--- src/sv/pce_pkg.sv ---
package pce_pkg;

  localparam int SYMBOL_COUNT  = 256;
  localparam int MAX_CODE_BITS = 32;
  localparam int LEN_LIMIT     = (MAX_CODE_BITS > 32) ? 32 : MAX_CODE_BITS;
  localparam int ADDR_W        = (SYMBOL_COUNT > 1) ? $clog2(SYMBOL_COUNT) : 1;

  localparam logic [1:0] CMD_LOAD   = 2'd0;
  localparam logic [1:0] CMD_ENCODE = 2'd1;
  localparam logic [1:0] CMD_FINISH = 2'd2;

  localparam logic [7:0] TRAILER_BYTE = 8'h00;

  typedef struct packed {
    logic [1:0]  command;
    logic [7:0]  symbol;
    logic [5:0]  code_length;
    logic [31:0] code_bits;
  } in_item_t;

  typedef struct packed {
    logic [7:0] out_byte;
    logic       last_byte;
  } out_item_t;

  typedef struct packed {
    logic table_we;
    logic rd_en;
    logic merge;
    logic emit;
    logic fin_first;
    logic fin_pad;
    logic clear;
  } pce_cmd_t;

  typedef struct packed {
    logic [1:0] command;
    logic       sym_ok;
    logic       total_ge8;
    logic       count_zero;
    logic       slot_free;
  } pce_stat_t;

endpackage

--- src/sv/pce_ctrl.sv ---
module pce_ctrl
  import pce_pkg::*;
(
  input  logic      clk,
  input  logic      rst_n,
  input  logic      in_valid,
  output logic      in_stall,
  input  pce_stat_t stat,
  output pce_cmd_t  cmd
);

  localparam logic [2:0] ST_IDLE = 3'd0;
  localparam logic [2:0] ST_READ = 3'd1;
  localparam logic [2:0] ST_EMIT = 3'd2;
  localparam logic [2:0] ST_FIN1 = 3'd3;
  localparam logic [2:0] ST_FIN2 = 3'd4;

  logic [2:0] state_r;
  logic [2:0] state_nxt;

  assign in_stall = (state_r != ST_IDLE);

  always_comb begin
    state_nxt = state_r;
    cmd       = '0;
    case (state_r)
      ST_IDLE: begin
        if (in_valid) begin
          case (stat.command)
            CMD_LOAD: begin
              cmd.table_we = stat.sym_ok;
            end
            CMD_ENCODE: begin
              if (stat.sym_ok) begin
                cmd.rd_en = 1'b1;
                state_nxt = ST_READ;
              end
            end
            CMD_FINISH: begin
              state_nxt = ST_FIN1;
            end
            default: begin
            end
          endcase
        end
      end
      ST_READ: begin
        cmd.merge = 1'b1;
        state_nxt = ST_EMIT;
      end
      ST_EMIT: begin
        if (!stat.total_ge8) begin
          state_nxt = ST_IDLE;
        end else if (stat.slot_free) begin
          cmd.emit = 1'b1;
        end
      end
      ST_FIN1: begin
        if (stat.slot_free) begin
          cmd.fin_first = 1'b1;
          if (stat.count_zero) begin
            cmd.clear = 1'b1;
            state_nxt = ST_IDLE;
          end else begin
            state_nxt = ST_FIN2;
          end
        end
      end
      ST_FIN2: begin
        if (stat.slot_free) begin
          cmd.fin_pad = 1'b1;
          cmd.clear   = 1'b1;
          state_nxt   = ST_IDLE;
        end
      end
      default: begin
        state_nxt = ST_IDLE;
      end
    endcase
  end

  always_ff @(posedge clk) begin
    if (!rst_n) begin
      state_r <= ST_IDLE;
    end else begin
      state_r <= state_nxt;
    end
  end

endmodule

--- config.mk ---
export PLATFORM = sky130hd
export DESIGN_NAME = pce_ctrl
export DESIGN_NICKNAME = d
export VERILOG_FILES = /design/src/sv/pce_pkg.sv /design/src/sv/pce_ctrl.sv
export SDC_FILE = /design/constraint.sdc
export NUM_CORES = 1
export LEC_CHECK = 0
export ABC_AREA = 1
export ABC_CLOCK_PERIOD_IN_PS = 3300
export BUFFER_PORTS_ARGS = -buffer_cell sky130_fd_sc_hd__buf_4
export CORE_AREA = 2 2 39 41
export CTS_BUF_LIST = sky130_fd_sc_hd__clkbuf_4 sky130_fd_sc_hd__clkbuf_8 sky130_fd_sc_hd__clkbuf_16
export CTS_CLUSTER_DIAMETER = 50
export DETAILED_ROUTE_END_ITERATION = 6
export DIE_AREA = 0 0 41 43
export SLEW_MARGIN = 20
export SYNTH_ARGS = -nofsm -noshare
export SYNTH_HDL_FRONTEND = slang
export SYNTH_SLANG_ARGS = --single-unit
--- constraint.sdc ---
create_clock -name clk -period 3.3 [get_ports clk]
set_clock_uncertainty 0.05 [all_clocks]
set_input_delay 0.33 -clock clk [delete_from_list [all_inputs] [get_ports clk]]
set_output_delay 0.33 -clock clk [all_outputs]
set_load 0.005 [all_outputs]
==> results of run 1 <==
==> through the flow <==
stage	hold slack (ps)	utilization	instances	instance area [µm²]	total power, µW
floorplan	389.2	-	50	284.0	216.6
global placement	505.9	0.3065	82	424.2	287.0
detailed placement	505.1	0.3065	82	424.2	291.0
CTS	288.0	0.3282	86	454.2	365.4
global route	297.0	0.3282	86	454.2	396.7
finish	291.2	0.3282	86	454.2	358.3
==> Yosys cell counts <==
master | number | share of area
o21ai_0 | 1 | 0.018
nor3_1 | 3 | 0.053
nand3_2 | 2 | 0.070
nand4_1 | 3 | 0.066
nand3_1 | 3 | 0.053
or2_1 | 1 | 0.022
a21oi_1 | 3 | 0.053
nand2_1 | 7 | 0.093
nand2_2 | 3 | 0.066
dfxtp_1 | 3 | 0.21
nor2_1 | 10 | 0.13
nor2_2 | 2 | 0.044
inv_1 | 9 | 0.12
==> worst max path at each step <==
stage	from	depth (start not counted)	end
global placement	state_r[1]	5	cmd[3]
global route	state_r[1]	5	cmd[3]
finish	state_r[1]	5	cmd[3]
CTS	state_r[1]	5	cmd[3]
floorplan	state_r[1]	5	cmd[6]
detailed placement	state_r[1]	5	cmd[3]
==> layout make-up <==
cell class                      instances  area [µm²]  area share
Sequential cell                         3       60.06      0.1322
Tap cell                               16       20.02     0.04408
Timing Repair Buffer                   16       120.1      0.2645
Multi-Input combinational cell         38       190.2      0.4187
Clock buffer                            4       30.03     0.06612
Inverter                                9       33.78     0.07438
==> report_power, final <==
| group | leakage (µW) | switching [µW] | internal [µW] | total [µW] |
|---|---|---|---|---|
| logic | 0.000197 | 117 | 93.0 | 210 |
| clock network | 0.0000184 | 17.5 | 53.4 | 70.9 |
| registers | 0.0000247 | 24.5 | 52.9 | 77.4 |
| total | 0.000240 | 159 | 199 | 358 |
==> tightest hold or removal path: stages <==
cell and delay [ps]:
buf_4 90, nand2_1 40, nor2_1 70
==> per-layer routing <==
layer  global-route usage  vias to the layer above  share of wire  wire [µm]
li1                     -                      201              -          -
met2               0.1563                       11           0.51        371
met3              0.01571                        0          0.082         60
met4               0.1000                        0              0          0
met1              0.08917                      151           0.41        299
met5                    0                        -              0          0
==> kinds of logic after synthesis <==
logic type / after synthesis / share of synthesized area
AOI/OAI and AO/OA: 4 / 0.07045
and+or+nand+nor: 34 / 0.5991
DFF: 3 / 0.2115
buffers and inverters: 9 / 0.1189
==> metrics.cfg, run 1 <==
[cts]
cts_buffers=3
cts_tree=done
ctsResizeCount=0
htree_num_levels=1
clock_path_buffers=2
insertion_delay_ps=230
hold_buffers=0
clk_pin_slew_ps=40
cts.sinks=3
cts_root_buffer=clkbuf_4
cts_setup_buffers=0

[floorplanning]
die_w_um=41
num_rows=14
start_util=0.2052
fp.dieArea_um2=1763
fp.coreArea_um2=1384
num_io_pins=17
die_h_um=43

[global_route]
grt_pass1_wl_um=1104
grt.total_usage=0.09610
antenna_found_initial=0
grt_pass1_vias=334
grt_max_degree=8
overflow=0

[route]
dr.pass1.iters=4
drtIter0Drc=2
wl_um=731
ant_nets=0
drc_errors=0
via_per_inst=4.221
vias=363
wl_per_cell_um=8.500

[setup_path]
end_kind=output port
path_buf_inv=2
slowest_delay_ps=430
worstPathRequired_ps=2920
worstPathCellList=nand2_1 > nor3_1 > inv_1 > nor2_1 > buf_4
r2r_setup_slack_ps=2050
path_delay_family=flip-flops
crit_arrival_ps=1290
reg2reg_to=state_r[1]
critPathLaunchType=flip-flop
crit_type=reg2out
crit_path_max_fanout=7
reg2reg_from=state_r[1]
slowest_stage=dfxtp_1
r2r.worst_path.cells=7

[run_status]
status=finished, final reports clean

[yosys]
ys_seq_area_frac=0.2115
syn_area_um2=284.0
synth_cells=50
synth_cell_type_count=13
synth.avg_cell_area_um2=5.680
ys_seq_elements=3
synth_nets=59
yosysWarnings=0

[layout]
drive_above_1_share=0.3857
largest_register_ff_count=3
area_growth_pct=59.91
layout_commonest_cell=buf_4
fin_nets=80
antenna_cells=0
regMostFlops=state_r
reg_top3=state_r: 3 flops
n_fill_cell=161
most-common-layout-cells=buf_4, nor2_1, inv_1

[worst_hold_path]
whs_path_depth=3
hold_end=state_r[2]
hp-start=rst_n
hold_path.class=in2reg

[placement]
gp_congestion=0.7094
pre_cts_ws_ps=1861
io_buffers=16
dp.final_hpwl_um=620.7

[timing]
maxSlewViolCount=0
setup_slack_ps=1630
fin_tns_setup_ps=0
clock.fmax_mhz=598.6
grt_setup_unrepaired=no
hold_violations=0
layout_min_cycle_time_ps=1670
relSlewSlack=0.8133
setup_viol_count_final=0
tightest_slew_ps=278.0
timing.final.crit_share=0.5062

[job]
max-cap-violations=0

[pwr]
ir_drop_mv=0.2374
power.density_nw_per_um2=788.8
p_leak_uw=0.0002398

Note: power is estimated with default switching activity, not from simulation.
==> run 2: changes to the inputs <==
--- a/config.mk
+++ b/config.mk
@@ -6,7 +6,7 @@
 export NUM_CORES = 1
 export LEC_CHECK = 0
 export ABC_AREA = 1
-export ABC_CLOCK_PERIOD_IN_PS = 3300
+export ABC_CLOCK_PERIOD_IN_PS = 1500
 export BUFFER_PORTS_ARGS = -buffer_cell sky130_fd_sc_hd__buf_4
 export CORE_AREA = 2 2 39 41
 export CTS_BUF_LIST = sky130_fd_sc_hd__clkbuf_4 sky130_fd_sc_hd__clkbuf_8 sky130_fd_sc_hd__clkbuf_16
==> constraint.sdc (replaced) <==
create_clock -name clk -period 1.5 [get_ports clk]
set_clock_uncertainty 0.05 [all_clocks]
set_input_delay 0.15 -clock clk [delete_from_list [all_inputs] [get_ports clk]]
set_output_delay 0.15 -clock clk [all_outputs]
set_load 0.005 [all_outputs]
==> run 2 against run 1 <==
Power increased by 130%. Sequential share of layout area about the same. Sequential power increased by 140%. Core utilization increased by 1.3 points. Non-clock buffer count unchanged. Hold slack got worse by 180 ps. Register-to-register slack got worse by 1800 ps. Global-route usage increased by 0.20 points. Largest power group unchanged. Combinational power increased by 130%.
==> metrics.cfg, run 2 (synthesis results as in run 1) <==
[placement]
dp.final_hpwl_um=620.7  ; unchanged
io_buffers=16  ; unchanged
gp_congestion=0.7093  ; was 0.7094
dp_cells=82  ; unchanged
place_area_um2=424.2  ; unchanged

[job]
max-cap-violations=0  ; unchanged

[floorplanning]
num_io_pins=17  ; unchanged
die_w_um=41  ; unchanged
num_rows=14  ; unchanged
start_util=0.2052  ; unchanged
die_h_um=43  ; unchanged
fp.coreArea_um2=1384  ; unchanged
fp.dieArea_um2=1763  ; unchanged

[layout]
fin_nets=80  ; unchanged
largest_register_ff_count=3  ; unchanged
antenna_cells=0  ; unchanged
n_fill_cell=167  ; was 161
stdcell_area_um2=471.7  ; was 454.2 µm²
regMostFlops=state_r  ; unchanged
area_growth_pct=66.08  ; was 59.91%
drive_above_1_share=0.4429  ; was 0.3857
reg_top3=state_r: 3 flops  ; unchanged
most-common-layout-cells=buf_4, nor2_1, inv_1  ; unchanged
final_util=0.3409  ; was 0.3282
layout_commonest_cell=buf_4  ; unchanged
final_cells=86  ; unchanged

[worst_hold_path]
hold_path.class=in2reg  ; unchanged
hp-start=rst_n  ; unchanged

[global_route]
grt_max_degree=8  ; unchanged
grt_pass1_vias=340  ; was 334
antenna_found_initial=0  ; unchanged
busiest_layer=met2  ; unchanged
grt_use_met2=0.1625  ; was 0.1563
grt_util_met1=0.08917  ; unchanged
grt_pass1_wl_um=1124  ; was 1104 µm
grt.total_usage=0.09810  ; was 0.09610
overflow=0  ; unchanged
use_met3=0.01571  ; unchanged

[cts]
cts_buffers=3  ; unchanged
htree_num_levels=1  ; unchanged
cts_root_buffer=clkbuf_4  ; unchanged
cts_tree=done  ; unchanged
hold_buffers=0  ; unchanged
cts_setup_buffers=0  ; unchanged
clock_path_buffers=2  ; unchanged
insertion_delay_ps=230  ; about the same
cts.sinks=3  ; unchanged
clk_pin_slew_ps=30  ; was 40 ps

[route]
vias=370  ; was 363
drtIter0Drc=0  ; was 2
ant_nets=0  ; unchanged
dr.pass1.iters=1  ; was 4
drc_errors=0  ; unchanged
wl_per_cell_um=9.081  ; was 8.500 µm
via_per_inst=4.302  ; was 4.221
wl_um=781  ; was 731 µm

[setup_path]
slowest_stage=dfxtp_1  ; unchanged
critPathLaunchType=flip-flop  ; unchanged
end_kind=output port  ; unchanged
crit_path_max_fanout=5  ; was 7
crit_arrival_ps=1180  ; was 1290 ps
crit_start=state_r[0]  ; was state_r[1]
slowest_delay_ps=350  ; was 430 ps
reg2reg_from=state_r[0]  ; was state_r[1]
worstPathCellList=inv_1 > nand2_1 > nor2_4 > inv_1 > nor3_2 > buf_4  ; was nand2_1 > nor3_1 > inv_1 > nor2_1 > buf_4
crit_top_cell=inv_1
crit_type=reg2out  ; unchanged
worstPathRequired_ps=1300  ; was 2920 ps

[timing]
relSlewSlack=0.8084  ; was 0.8133
worst_hold_slack_ps=111.5  ; was 291.2 ps
grt_setup_unrepaired=no  ; unchanged
tightest_slew_ps=285.2  ; was 278.0 ps
clock.fmax_mhz=726.6
hold_violations=0  ; unchanged
setup_viol_count_final=0  ; unchanged
maxSlewViolCount=0  ; unchanged
layout_min_cycle_time_ps=1376
fin_tns_setup_ps=0  ; unchanged
timing.final.crit_share=0.9175

[pwr]
p_leak_uw=0.0002460  ; was 0.0002398 µW
ir_drop_mv=0.5612  ; was 0.2374 mV
power.density_nw_per_um2=1759  ; was 788.8 nW/µm²

[run_status]
status=finished, final reports clean  ; unchanged

run 2: power breakdown:
| group | internal [µW] | total, µW | switching (µW) |
|---|---|---|---|
| Sequential | 122 | 185 | 63.5 |
| Combinational | 215 | 488 | 274 |
| Clock | 117 | 156 | 38.8 |
| Total | 454 | 830 | 376 |
run 2: worst paths after layout:
check | to | slack [ps] | cells after the start
setup / recovery | cmd[6] | 120 | 6
hold / removal | state_r[0] | 110 | 3
setup reg to reg | state_r[1] | 290 | 7
hold reg to reg | state_r[1] | 480 | 2
run 2: layer usage:
metal | vias up | wire, µm
met4 | 0 | 0
met3 | 0 | 60
met2 | 11 | 421
met5 | - | 0
met1 | 159 | 299
li1 | 200 | -
run 2: worst max-delay path, delay by kind of cell (launching register included):
kind	cells	cell delay [ps]
DFF	1	350
buffers and inverters	3	290
and+or+nand+nor	3	300
run 2: what timing repair did:
item / CTS / global route
setup endpoints to repair: 1 / 2
pin swaps: 0 / 0
gates resized for setup: 1 / 4
run 2: final cells by class:
type	count	area, µm²	area share
inverter	9	33.78	0.07162
multi-input combinational	38	205.2	0.4350
clock buffer	4	30.03	0.06366
sequential	3	62.56	0.1326
timing repair buffer	16	120.1	0.2546
tap	16	20.02	0.04244
run 2: metrics by stage:
stage	setup WS, ps	total power, µW
2_1_floorplan	379.6	476.6
3_3_place_gp	277.6	631.3
3_5_place_dp	241.0	640.2
4_1_cts	65.94	806.1
5_1_grt	12.91	916.0
6_report	123.7	830.0
==> run 3: changes to the inputs <==
--- a/config.mk
+++ b/config.mk
@@ -7,12 +7,12 @@
 export LEC_CHECK = 0
 export ABC_AREA = 1
 export ABC_CLOCK_PERIOD_IN_PS = 1500
-export BUFFER_PORTS_ARGS = -buffer_cell sky130_fd_sc_hd__buf_4
 export CORE_AREA = 2 2 39 41
 export CTS_BUF_LIST = sky130_fd_sc_hd__clkbuf_4 sky130_fd_sc_hd__clkbuf_8 sky130_fd_sc_hd__clkbuf_16
 export CTS_CLUSTER_DIAMETER = 50
 export DETAILED_ROUTE_END_ITERATION = 6
 export DIE_AREA = 0 0 41 43
+export DONT_BUFFER_PORTS = 1
 export SLEW_MARGIN = 20
 export SYNTH_ARGS = -nofsm -noshare
 export SYNTH_HDL_FRONTEND = slang
==> run 3 against run 2 <==
Core utilization fell by 8.2 points. Sequential share of layout area rose by 3.9 points. Critical endpoint is now cmd[3]. Combinational power fell by 20%. Maximum frequency rose by 1.7%. Die area did not move. Via count fell by 15%.
==> metrics.cfg, run 3 (synthesis results as in run 1) <==
[run_status]
status=finished, final reports clean  ; unchanged

[worst_hold_path]
hp-start=stat[0]  ; was rst_n
whs_path_depth=3  ; unchanged
hold_path.class=in2reg  ; unchanged
hold_end=state_r[0]  ; unchanged

[timing]
hold_violations=0  ; unchanged
grt_setup_unrepaired=no  ; unchanged
clock.fmax_mhz=739.2  ; was 726.6 MHz
timing.final.crit_share=0.9018  ; was 0.9175
layout_min_cycle_time_ps=1353  ; was 1376 ps
fin_tns_setup_ps=0  ; unchanged
tightest_slew_ps=255.5  ; was 285.2 ps
relSlewSlack=0.8284  ; was 0.8084
setup_viol_count_final=0  ; unchanged
maxSlewViolCount=0  ; unchanged

[route]
vias=315  ; was 370
via_per_inst=4.375  ; was 4.302
drtIter0Drc=5  ; was 0
wl_um=655  ; was 781 µm
drc_errors=0  ; unchanged
wl_per_cell_um=9.097  ; was 9.081 µm
dr.pass1.iters=4  ; was 1
ant_nets=0  ; unchanged

[cts]
htree_num_levels=1  ; unchanged
cts.sinks=3  ; unchanged
clock_path_buffers=2  ; unchanged
clk_pin_slew_ps=40  ; was 30 ps
cts_root_buffer=clkbuf_4  ; unchanged
insertion_delay_ps=230  ; about the same
cts_tree=done  ; unchanged
cts_buffers=3  ; unchanged

[layout]
reg_top3=state_r: 3 flops  ; unchanged
drive_above_1_share=0.2500  ; was 0.4429
area_growth_pct=25.99  ; was 66.08%
final_util=0.2586  ; was 0.3409
most-common-layout-cells=nor2_1, inv_1, nand2_1  ; was buf_4, nor2_1, inv_1
stdcell_area_um2=357.8  ; was 471.7 µm²
regMostFlops=state_r  ; unchanged
antenna_cells=0  ; unchanged
fin_nets=66  ; was 80
largest_register_ff_count=3  ; unchanged
layout_commonest_cell=nor2_1  ; was buf_4

[global_route]
grt.total_usage=0.07823  ; was 0.09810
grt_max_degree=8  ; unchanged
grt_pass1_wl_um=959  ; was 1124 µm
antenna_found_initial=0  ; unchanged
grt_pass1_vias=286  ; was 340
overflow=0  ; unchanged

[floorplanning]
start_util=0.2052  ; unchanged
die_h_um=43  ; unchanged
num_rows=14  ; unchanged
fp.coreArea_um2=1384  ; unchanged
die_w_um=41  ; unchanged
fp.dieArea_um2=1763  ; unchanged
num_io_pins=17  ; unchanged

[placement]
gp_congestion=0.6889  ; was 0.7093
io_buffers=0  ; was 16
dp.final_hpwl_um=552.9  ; was 620.7 µm
place_area_um2=311.5  ; was 424.2 µm²

[job]
max-cap-violations=0  ; unchanged

[setup_path]
reg2reg_from=state_r[1]  ; was state_r[0]
end_kind=output port  ; unchanged
critPathLaunchType=flip-flop  ; unchanged
crit_start=state_r[1]  ; was state_r[0]
worstPathRequired_ps=1300  ; about the same
slowest_delay_ps=380  ; was 350 ps
crit_arrival_ps=1150  ; was 1180 ps
r2r.worst_path.cells=7  ; unchanged
path_delay_family=simple AND/OR/NAND/NOR gates  ; was flip-flops
r2r_setup_slack_ps=290  ; about the same
crit_path_max_fanout=7  ; was 5
worstPathCellList=nand2_1 > nor3_1 > inv_1 > nor2_1  ; was inv_1 > nand2_1 > nor2_4 > inv_1 > nor3_2 > buf_4
slowest_stage=dfxtp_2  ; was dfxtp_1
crit_type=reg2out  ; unchanged
path_buf_inv=1  ; was 3
reg2reg_to=state_r[1]  ; unchanged

[pwr]
power.density_nw_per_um2=2009  ; was 1759 nW/µm²
ir_drop_mv=0.4872  ; was 0.5612 mV
p_leak_uw=0.0001691  ; was 0.0002460 µW

-- run 3: metal layers --
| metal | share of wire | GRT usage |
|---|---|---|
| met3 | 0.066 | 0.03141 |
| met4 | 0 | 0.02000 |
| met1 | 0.45 | 0.08654 |
| met5 | 0 | 0 |
| met2 | 0.48 | 0.1313 |
-- run 3: timing repair --
item / in CTS / in global routing
endpoints found under the setup margin: 0 / 2
hold buffers: 1 / 0
buffers inserted: 0 / 0
endpoints found under the hold margin: 3 / 0
gates resized for setup: 0 / 2
-- run 3: per-stage QoR --
stage | hold slack (ps) | setup slack [ps] | std cells | total power (µW)
6_report | 170.6 | 147.2 | 72 | 718.7
3_3_place_gp | 221.5 | 282.0 | 67 | 554.6
3_5_place_dp | 219.6 | 209.1 | 67 | 558.8
4_1_cts | 164.2 | 45.13 | 72 | 727.6
5_1_grt | 188.6 | 22.46 | 72 | 802.6
2_1_floorplan | 209.2 | 379.6 | 50 | 476.6
-- run 3: tightest hold or removal path: stages --
cell and delay (ps):
inv_1 80, nand4_1 110, a21oi_1 60
-- run 3: worst max path at each step --
stage	endpoint	slack (ps)	cells past startpoint
final	cmd[3]	150	4
after global routing	cmd[6]	20	5
after CTS	cmd[3]	50	4
after detailed placement	state_r[1]	210	7
after global placement	state_r[2]	280	7
after floorplan	state_r[1]	380	7
-- run 3: layout make-up --
type | count | area [µm²]
Clock buffer | 4 | 30.03
Fill cell | 168 | 1026
Inverter | 9 | 33.78
Multi-Input combinational cell | 38 | 195.2
Sequential cell | 3 | 61.31
Tap cell | 16 | 20.02
Timing Repair Buffer | 2 | 17.52
-- run 3: power breakdown --
part	internal (µW)	switching [µW]
clock	118	39.2
combinational	143	245
sequential	118	55.7
